## config.mk

```make
export PLATFORM = sky130hd
export DESIGN_NAME = adc_scan_smoothing_sequencer_unit
export DESIGN_NICKNAME = d
export VERILOG_FILES = /design/src/adcss_pkg.sv /design/src/adcss_ram.sv /design/src/adc_scan_smoothing_sequencer_unit.sv
export VERILOG_INCLUDE_DIRS = /design/src /design/src/src
export SDC_FILE = /design/constraint.sdc
export NUM_CORES = 1
export LEC_CHECK = 0
export BUFFER_PORTS_ARGS = -buffer_cell sky130_fd_sc_hd__clkbuf_2
export CAP_MARGIN = 30
export CORE_MARGIN = 2
export CORE_UTILIZATION = 55
export CTS_CLUSTER_SIZE = 24
export DETAILED_ROUTE_END_ITERATION = 7
export PLACE_DENSITY = 0.73
export SETUP_SLACK_MARGIN = 0.4
export SLEW_MARGIN = 20
export SYNTH_ARGS = -nofsm -noshare
export SYNTH_HDL_FRONTEND = slang
export SYNTH_SLANG_ARGS = --single-unit
```

## constraint.sdc

```tcl
create_clock -name i_clk -period 12.4 [get_ports i_clk]
set_input_delay 3.1 -clock i_clk [delete_from_list [all_inputs] [get_ports i_clk]]
set_output_delay 3.1 -clock i_clk [all_outputs]
set_load 0.03 [all_outputs]
```

## src/adc_scan_smoothing_sequencer_unit_macros.svh

```systemverilog
// ----------------------------------------------------------------------------
// Assertion macros for the ADC scan smoothing sequencer.
// Concurrent assertions clocked on i_clk, with and without reset gating.
// ----------------------------------------------------------------------------
`ifndef ADC_SCAN_SMOOTHING_SEQUENCER_UNIT_MACROS_SVH
`define ADC_SCAN_SMOOTHING_SEQUENCER_UNIT_MACROS_SVH

// Checked only while reset is released.
`define ADCSS_ASSERT(lbl, prop, msg) \
    lbl: assert property (@(posedge i_clk) disable iff (!i_rst_n) prop) else $error(msg);

// Checked at every clock edge, during reset as well.
`define ADCSS_ASSERT_ALWAYS(lbl, prop, msg) \
    lbl: assert property (@(posedge i_clk) prop) else $error(msg);

`endif

```

## src/adcss_pkg.sv

```systemverilog
// ----------------------------------------------------------------------------
// ADC scan smoothing sequencer package
// Transaction types, sizes and the channel scan order shared by the design.
// ----------------------------------------------------------------------------
package adcss_pkg;

    localparam int NUM_CHANNELS = 9;
    localparam int ADDR_W       = $clog2(NUM_CHANNELS);
    localparam int CH_W         = 4;
    localparam int VAL_W        = 10;

    localparam logic [CH_W:0]   CH_LIM    = (CH_W + 1)'(NUM_CHANNELS);
    localparam logic [CH_W-1:0] LAST_CH   = CH_W'(NUM_CHANNELS - 1);
    localparam logic [CH_W-1:0] SKIP_FROM = CH_W'(3);
    localparam logic [CH_W-1:0] SKIP_TO   = CH_W'(6);

    typedef enum logic {
        KIND_SAMPLE = 1'b0,
        KIND_READ   = 1'b1
    } t_kind;

    typedef struct packed {
        t_kind             kind;
        logic [VAL_W-1:0]  sample;
        logic [CH_W-1:0]   read_channel;
    } t_in_item;

    typedef struct packed {
        logic [VAL_W-1:0]  read_value;
        logic              read_valid;
        logic [CH_W-1:0]   next_channel;
    } t_out_item;

    function automatic logic [CH_W-1:0] adcss_next_ch(input logic [CH_W-1:0] ch);
        logic [CH_W-1:0] nxt;
        if (ch < LAST_CH) begin
            nxt = (ch == SKIP_FROM) ? SKIP_TO : ch + CH_W'(1);
        end else begin
            nxt = '0;
        end
        return nxt;
    endfunction

endpackage

```

## src/adcss_ram.sv

```systemverilog
// ----------------------------------------------------------------------------
// ADC scan smoothing sequencer RAM
// Generic simple dual-port RAM with one write port and a registered read.
// ----------------------------------------------------------------------------
module adcss_ram #(
    parameter int WIDTH = 10,
    parameter int DEPTH = 9
) (
    input  logic                     i_clk,
    input  logic                     i_we,
    input  logic [$clog2(DEPTH)-1:0] i_waddr,
    input  logic [WIDTH-1:0]         i_wdata,
    input  logic                     i_re,
    input  logic [$clog2(DEPTH)-1:0] i_raddr,
    output logic [WIDTH-1:0]         o_rdata
);

    logic [WIDTH-1:0] r_mem [DEPTH];
    logic [WIDTH-1:0] r_rdata;

    always_ff @(posedge i_clk) begin
        if (i_we) begin
            r_mem[i_waddr] <= i_wdata;
        end
        if (i_re) begin
            r_rdata <= r_mem[i_raddr];
        end
    end

    assign o_rdata = r_rdata;

endmodule

```

## src/adc_scan_smoothing_sequencer_unit.sv

```systemverilog
// ----------------------------------------------------------------------------
// ADC scan smoothing sequencer
// Scans converter channels 0,1,2,3,6,7,8 in turn and keeps a smoothed value
// per channel, updated as (3*old + sample)/4.
//
// The input channel carries one transaction per item: either a finished
// conversion for the current channel or a read of a named channel. Every
// input transaction yields exactly one output transaction holding the read
// value, its valid flag and the channel to be converted next.
// Each accepted transaction passes the RAM read stage and then the output
// register: the RAM read is registered at the accepting edge, and the
// update goes into the output register when the read stage moves on. The
// block takes one transaction per cycle while the receiver does not stall;
// a RAM write that overlaps the read of the next transaction is forwarded.
// Reset clears the scan pointer to channel 0 and marks every stored value
// as zero through per-entry valid flags; no clearing pass is needed.
// When the receiver stalls, the output register holds its transaction, one
// more transaction waits in the RAM read stage, and then o_in_stall rises.
// ----------------------------------------------------------------------------
`include "adc_scan_smoothing_sequencer_unit_macros.svh"

module adc_scan_smoothing_sequencer_unit (
    input  logic                 i_clk,
    input  logic                 i_rst_n,
    input  logic                 i_in_valid,
    output logic                 o_in_stall,
    input  adcss_pkg::t_in_item  i_in,
    output logic                 o_out_valid,
    input  logic                 i_out_stall,
    output adcss_pkg::t_out_item o_out
);
    import adcss_pkg::*;

    logic                    in_acc;
    logic                    s1_fire;
    logic                    in_ok;
    logic [ADDR_W-1:0]       in_addr;
    logic [CH_W-1:0]         in_next;

    logic [CH_W-1:0]         r_cur_ch;
    logic [CH_W-1:0]         n_cur_ch;

    logic                    r_s1_vld;
    t_kind                   r_s1_kind;
    logic                    r_s1_ok;
    logic [ADDR_W-1:0]       r_s1_addr;
    logic [VAL_W-1:0]        r_s1_sample;
    logic [CH_W-1:0]         r_s1_next;

    logic [NUM_CHANNELS-1:0] r_vbit;
    logic                    r_fwd_vld;
    logic [ADDR_W-1:0]       r_fwd_addr;
    logic [VAL_W-1:0]        r_fwd_data;

    logic [VAL_W-1:0]        ram_rdata;
    logic [VAL_W-1:0]        old_val;
    logic [VAL_W+1:0]        acc_sum;
    logic [VAL_W-1:0]        new_val;
    logic                    ram_we;

    logic                    r_out_vld;
    t_out_item               r_out;
    t_out_item               n_out;

    assign s1_fire    = r_s1_vld && (!r_out_vld || !i_out_stall);
    assign o_in_stall = r_s1_vld && !s1_fire;
    assign in_acc     = i_in_valid && !o_in_stall;

    always_comb begin
        if (i_in.kind == KIND_READ) begin
            in_ok   = ({1'b0, i_in.read_channel} < CH_LIM);
            in_addr = i_in.read_channel[ADDR_W-1:0];
            in_next = r_cur_ch;
        end else begin
            in_ok   = ({1'b0, r_cur_ch} < CH_LIM);
            in_addr = r_cur_ch[ADDR_W-1:0];
            in_next = adcss_next_ch(r_cur_ch);
        end
        n_cur_ch = (in_acc && i_in.kind == KIND_SAMPLE) ? in_next : r_cur_ch;
    end

    adcss_ram #(
        .WIDTH (VAL_W),
        .DEPTH (NUM_CHANNELS)
    ) u_store (
        .i_clk   (i_clk),
        .i_we    (ram_we),
        .i_waddr (r_s1_addr),
        .i_wdata (new_val),
        .i_re    (in_acc),
        .i_raddr (in_addr),
        .o_rdata (ram_rdata)
    );

    always_comb begin
        if (r_fwd_vld && r_fwd_addr == r_s1_addr) begin
            old_val = r_fwd_data;
        end else if (r_vbit[r_s1_addr]) begin
            old_val = ram_rdata;
        end else begin
            old_val = '0;
        end
        acc_sum = {2'b00, old_val} + {1'b0, old_val, 1'b0} + {2'b00, r_s1_sample};
        new_val = acc_sum[VAL_W+1:2];
        ram_we  = s1_fire && r_s1_kind == KIND_SAMPLE && r_s1_ok;

        n_out.read_valid   = (r_s1_kind == KIND_READ) && r_s1_ok;
        n_out.read_value   = n_out.read_valid ? old_val : '0;
        n_out.next_channel = r_s1_next;
    end

    always_ff @(posedge i_clk) begin
        if (!i_rst_n) begin
            r_cur_ch  <= '0;
            r_s1_vld  <= 1'b0;
            r_out_vld <= 1'b0;
            r_vbit    <= '0;
            r_fwd_vld <= 1'b0;
        end else begin
            r_cur_ch <= n_cur_ch;
            if (in_acc) begin
                r_s1_vld <= 1'b1;
            end else if (s1_fire) begin
                r_s1_vld <= 1'b0;
            end
            if (s1_fire) begin
                r_out_vld <= 1'b1;
            end else if (!i_out_stall) begin
                r_out_vld <= 1'b0;
            end
            if (ram_we) begin
                r_vbit[r_s1_addr] <= 1'b1;
                r_fwd_vld         <= 1'b1;
            end
        end
    end

    always_ff @(posedge i_clk) begin
        if (in_acc) begin
            r_s1_kind   <= i_in.kind;
            r_s1_ok     <= in_ok;
            r_s1_addr   <= in_addr;
            r_s1_sample <= i_in.sample;
            r_s1_next   <= in_next;
        end
        if (ram_we) begin
            r_fwd_addr <= r_s1_addr;
            r_fwd_data <= new_val;
        end
        if (s1_fire) begin
            r_out <= n_out;
        end
    end

    assign o_out_valid = r_out_vld;
    assign o_out       = r_out;

    `ADCSS_ASSERT(a_ptr_in_scan,
        ({1'b0, r_cur_ch} < CH_LIM) && !(r_cur_ch > SKIP_FROM && r_cur_ch < SKIP_TO),
        "scan pointer left the scan order")
    `ADCSS_ASSERT(a_fwd_marked, r_fwd_vld |-> r_vbit[r_fwd_addr],
        "forwarded entry not marked as written")
    `ADCSS_ASSERT(a_we_sample, ram_we |-> (r_s1_vld && r_s1_kind == KIND_SAMPLE),
        "store written by a non-sample transaction")
    `ADCSS_ASSERT(a_ptr_read_hold,
        (in_acc && i_in.kind == KIND_READ) |=> $stable(r_cur_ch),
        "scan pointer moved on a read")
    `ADCSS_ASSERT_ALWAYS(a_stall_needs_s1, o_in_stall |-> r_s1_vld,
        "input stalled with an empty read stage")

endmodule

```

; Word level (Yosys, flattened, before mapping)
; Memories as Yosys holds them, arrays and structs flattened. A register that Yosys moved wholly into a read port is not among the register bits.
; Cells that the tools add are included.
[classes]
add_sub_neg = 3
magnitude_cmp = 5
n_eq_ne = 3
muxes = 17
bitwise_logic = 3
reduce_logical = 15
[ops]
columns = operator, n
row1 = 10-bit two-way mux, 2
row2 = 4-bit two-way mux, 4
row3 = 10-bit by 11-bit adder with 12-bit output, 1
row4 = 12-bit by 10-bit adder with 12-bit output, 1
row5 = "4-bit < comparator, second input constant", 3
row6 = 1-bit logical AND, 9
row7 = 1-bit two-way mux, 9
row8 = 9-bit OR, 1
row9 = "4-bit by 5-bit < comparator with 1-bit output, second input constant", 1
row10 = "4-bit by 1-bit adder with 4-bit output, second input constant", 1
row11 = 1-bit binary-select mux with 4-bit select, 1
row12 = 1-bit demux with 4-bit select, 1
row13 = "4-bit by 2-bit == test with 1-bit output, second input constant", 1
row14 = 4-bit == test, 1
row15 = "4-bit by 1-bit greater-or-equal comparator with 1-bit output, second input constant", 1
row16 = 1-bit zero test, 4
row17 = "2-bit by 1-bit inequality test with 1-bit output, second input constant", 1
row18 = 1-bit NOT, 2
row19 = 2-bit nonzero test, 1
row20 = 1-bit logical OR, 1
[totals]
register_bits = 65
ram_bits = 90
inputBits = 19
out_inout_bits = 17
n_memories = 1
[mem_list]
columns = name, words, word_bits, rd, rd_ports_with_merged_regs, wr, line_no
row1 = u_store.r_mem, 9, 10, 1, 1, 1, adcss_ram.sv:18  ; logic [WIDTH-1:0] r_mem [DEPTH];

; Logic depth before layout (Yosys ltp)
[logic_depth]
ltp_word = 8
ltp_mapped = 22
ltp_nobuf = 20

; Hierarchy
; A second synthesis with hierarchy kept.
[hier_totals]
cells_unflattened = 486
area_unflattened_um2 = 7267.0
[modules_own_cells]
columns = module, n_inst, cells_per_inst, area_each_um2, seq_area_each_um2
row1 = adcss_ram, 1, 208, 3968.8, 3002.9
row2 = adc_scan_smoothing_sequencer_unit, 1, 278, 3298.2, 1791.7

; Worst setup path after synthesis
; No wires, ideal clock.
[synth_timing]
path_type = input port to output port
startpoint = in i_out_stall
endpoint = out o_in_stall
arrival_time_ns = 3.445
slack_ns = 5.855
path_stages = 1
path_cell_list = and3_1
[synth_via]
elab_chain_cells = 5
[synth_lines]
columns = item, line_no
row1 = start: declaration, adc_scan_smoothing_sequencer_unit.sv:29  ; input logic i_out_stall,
row2 = 1-bit zero test, n/a
row3 = 1-bit logical OR, adc_scan_smoothing_sequencer_unit.sv:65  ; assign s1_fire = r_s1_vld && (!r_out_vld || !i_out_stall);
row4 = 1-bit logical AND, adc_scan_smoothing_sequencer_unit.sv:65
row5 = 1-bit zero test, adc_scan_smoothing_sequencer_unit.sv:66  ; assign o_in_stall = r_s1_vld && !s1_fire;
row6 = 1-bit logical AND, adc_scan_smoothing_sequencer_unit.sv:66
row7 = end: declaration, adc_scan_smoothing_sequencer_unit.sv:26  ; output logic o_in_stall,
; No other way between the ends.

; Final worst setup path
; Same ends and word-level chain as after synthesis.

==> results.toml <==
[global_routing]
grtUsageTotal_pct = 21.0
number_of_global_route_vias_before_repair = 4509
gr-total-overflow = 0
grt_antenna_before_repair = 0
grt_start_max_net_pins = 42
grt_pass1_wl_mm = 22.4

[setup_path]
r2r-end = "u_store.r_mem[3][9]"
worst_path_most_repeated_cell = "sky130_fd_sc_hd__clkbuf_2"
reg2reg_slack_ns = 6.72
timing.critical_path.slowest_stage_cell = "sky130_fd_sc_hd__clkbuf_2"
cp.arrival_ns = 3.60
worst_path_largest_cell_delay_ns = 0.21
ff2ff_path_depth = 19
reg2reg_from = "r_s1_addr[1]"
crit_required_ns = 9.30
timing.critical_path.from_type = "input port"
critPathMaxFanout = 3
worst-setup-path-type = "in -> out"
worstPathCellList = "clkbuf_2 -> and3_1 -> clkbuf_2"
end_kind = "output pin"
crit_buf_inv = 2
timing.critical_path.max_delay_family = "buffers and inverters"

[sta]
setup-violations-final = 0
skew_ns = 0.0152
period_utilization_pct = 54.1
clock.fmax_ghz = 0.149
setup_slack_ns = 5.70
final.min_clock_period_ns = 6.70
timing_worst_slew_pin_value_ns = 0.858
tns_ns = 0
grt_setup_unrepaired = "false"
timing_max_transition_violations_final = 0
worst_slew_margin_rel_pct = 42.4
hold_viol = 0

[clocking]
post_cts_hold_buffer_count = 0
cts.sink_count = 165
cts.htree.levels = 4
clock_latency_late_sink_ns = 0.43
clk_root_buffer_cell = "sky130_fd_sc_hd__clkbuf_16"
cts_bufs_inserted = 17
cts_tree = "built"
clk_pin_slew_ns = 0.06
ctsLongestPathBuffers = 2
post-cts-setup-buffers = 0
post_cts.resized_instances = 0

[synth]
synth_sequential_area_ratio_pct = 67.5
ys.flop_type = "sky130_fd_sc_hd__edfxtp_1"
synth_enable_flop_cells = 149
netlist_instances = 566
synth_largest_type_area_fraction_pct = 63.0
post_synth_main_area_contributors = "sky130_fd_sc_hd__edfxtp_1, sky130_fd_sc_hd__nand2_1, sky130_fd_sc_hd__dfxtp_1"
synth.net_count = 606
largest_area_contributor_in_the_synthesized_netlist = "sky130_fd_sc_hd__edfxtp_1"
ys_seq_elements = 165
proportion_of_register_bits_with_asynchronous_set_or_reset_after_synthesis_pct = 0
yosys_warnings = 0
netlist_area_sq_mm = 0.00710
ys_types = 50
avgSynthCellArea_sq_um = 12.5

[job]
max_cap_violations = 0

[die]
area_of_the_die_sq_mm = 0.0138
floorplan.initialDensity_pct = 56.3
i_o_pins = 36
core.rowCount = 41
chipHeight_um = 118
dieWidth_um = 118
core_sq_mm = 0.0126

[outcome]
outcome = "finished clean"

[route]
num_vias = 4445
routed_len_inst_um = 17.1
detailedRoute.firstPassIterationCount = 6
ant_nets = 0
drt_first_iter_violations = 415
route.detailed.drc = 0
post_drt_via_cell_ratio = 5.59
drt-total-wl_mm = 13.6

[pwr]
cellLeakagePower_nw = 3.08
peak_ir_drop_on_the_vdd_network_uv = 101
power-per-cell-area_mw_per_mm2 = 158

[placement]
place.port_buffers = 35
place.gp.congestion = 0.766
post-place-ws_ns = 5.69
detailed_place_hpwl_mm = 8.74
placed_cell_area_sq_mm = 0.00750

[finish]
mostFrequentLayoutCell = "sky130_fd_sc_hd__edfxtp_1"
syn2layout_area_growth_pct = 13.6
final_cell_mix = "sky130_fd_sc_hd__edfxtp_1, sky130_fd_sc_hd__nand2_1, sky130_fd_sc_hd__clkbuf_2, sky130_fd_sc_hd__nor2_1, sky130_fd_sc_hd__nand3_1"
antenna_cells_inserted = 0
fin_area_sq_mm = 0.00807
final_layout_size_suffix_gt1_share_pct = 14.0
layout.nets = 651

[min_path]
worstHoldPathCells = 0
hold_path.class = "reg -> reg"
hold_path_startpoint = "r_s1_next[2]"
holdPathEnd = "o_out[2]"
per-layer routing:
layer  GRT usage, %  wire [um]  vias up
li1               -          -     2132
met5              0          0        -
met3           4.99        638       29
met4           9.56        307        0
met1           26.5       5910     2159
met2           34.5       6740      125
power breakdown:
group          switching, mW  internal (mW)
clock                  0.213          0.279
sequential           0.00721          0.648
combinational         0.0902         0.0403
logic make-up after synthesis:
group,Yosys count,share of synthesized area (%)
mux,10,1.41
flops,165,67.5
buf+inv,57,3.17
xor+xnor,5,0.617
simple gates,223,14.3
compound gates,85,8.48
fa+ha+maj,21,4.55
per-stage QoR:
step / power (mW) / cells / utilization (%) / hold WS [ns]
after floorplan: 0.755 / 566 / - / 0.400
after global placement: 0.787 / 761 / 59.3 / 0.405
after detailed placement: 0.795 / 764 / 59.5 / 0.416
after CTS: 1.28 / 795 / 63.8 / 0.431
after global routing: 1.32 / 795 / 63.9 / 0.439
final: 1.28 / 795 / 63.9 / 0.425
synth_stat cells (4+ instances only):
master and count:
sky130_fd_sc_hd__a21boi_0 5, sky130_fd_sc_hd__a21oi_1 19, sky130_fd_sc_hd__a311oi_1 10, sky130_fd_sc_hd__a31oi_1 13, sky130_fd_sc_hd__and2_1 7, sky130_fd_sc_hd__and3_1 16
sky130_fd_sc_hd__clkbuf_1 21, sky130_fd_sc_hd__dfxtp_1 16, sky130_fd_sc_hd__edfxtp_1 149, sky130_fd_sc_hd__fa_1 8, sky130_fd_sc_hd__ha_1 13, sky130_fd_sc_hd__inv_1 30
sky130_fd_sc_hd__mux2i_1 10, sky130_fd_sc_hd__nand2_1 108, sky130_fd_sc_hd__nand2b_1 5, sky130_fd_sc_hd__nand3_1 32, sky130_fd_sc_hd__nor2_1 33, sky130_fd_sc_hd__nor2b_1 6
sky130_fd_sc_hd__nor3_1 7, sky130_fd_sc_hd__o21a_1 14, sky130_fd_sc_hd__o21ai_0 5, sky130_fd_sc_hd__xnor2_1 4
cell type report:
cell class | count | area, sq um
sequential | 165 | 4790
fill | 947 | 4550
multi-input combinational | 344 | 2090
clock buffer | 19 | 433
timing repair buffer | 51 | 293
tap | 172 | 215
inverter | 32 | 120
clock inverter | 12 | 119
worst register-to-register path: cells and delay by family, from the launching register on:
kind,cells,cell delay (ns)
AND/OR/NAND/NOR,7,1.42
flip-flops,1,0.63
adder cells (fa/ha/maj),2,0.76
AO/OA/AOI/OAI,9,2.48
buffers and inverters,1,0.10
how the worst max path moves through the flow:
stage / from / to / slack [ns] / depth (start not counted)
3_3_place_gp: i_out_stall / o_in_stall / 5.72 / 3
5_1_grt: i_out_stall / o_in_stall / 5.66 / 3
3_5_place_dp: i_out_stall / o_in_stall / 5.69 / 3
2_1_floorplan: i_out_stall / o_in_stall / 5.86 / 1
6_report: i_out_stall / o_in_stall / 5.70 / 3
4_1_cts: i_out_stall / o_in_stall / 5.69 / 3
flip-flops by register name, summed over array words and instances, names as in the netlist, 4 cells and up:
signal and flops:
o_out 15, u_store.r_mem 90, r_fwd_data 10, r_s1_next 4
r_s1_sample 10, u_store.o_rdata 10, r_fwd_addr 4, r_cur_ch 4
r_vbit 9, r_s1_addr 4
(Power assumes the default switching activity.)
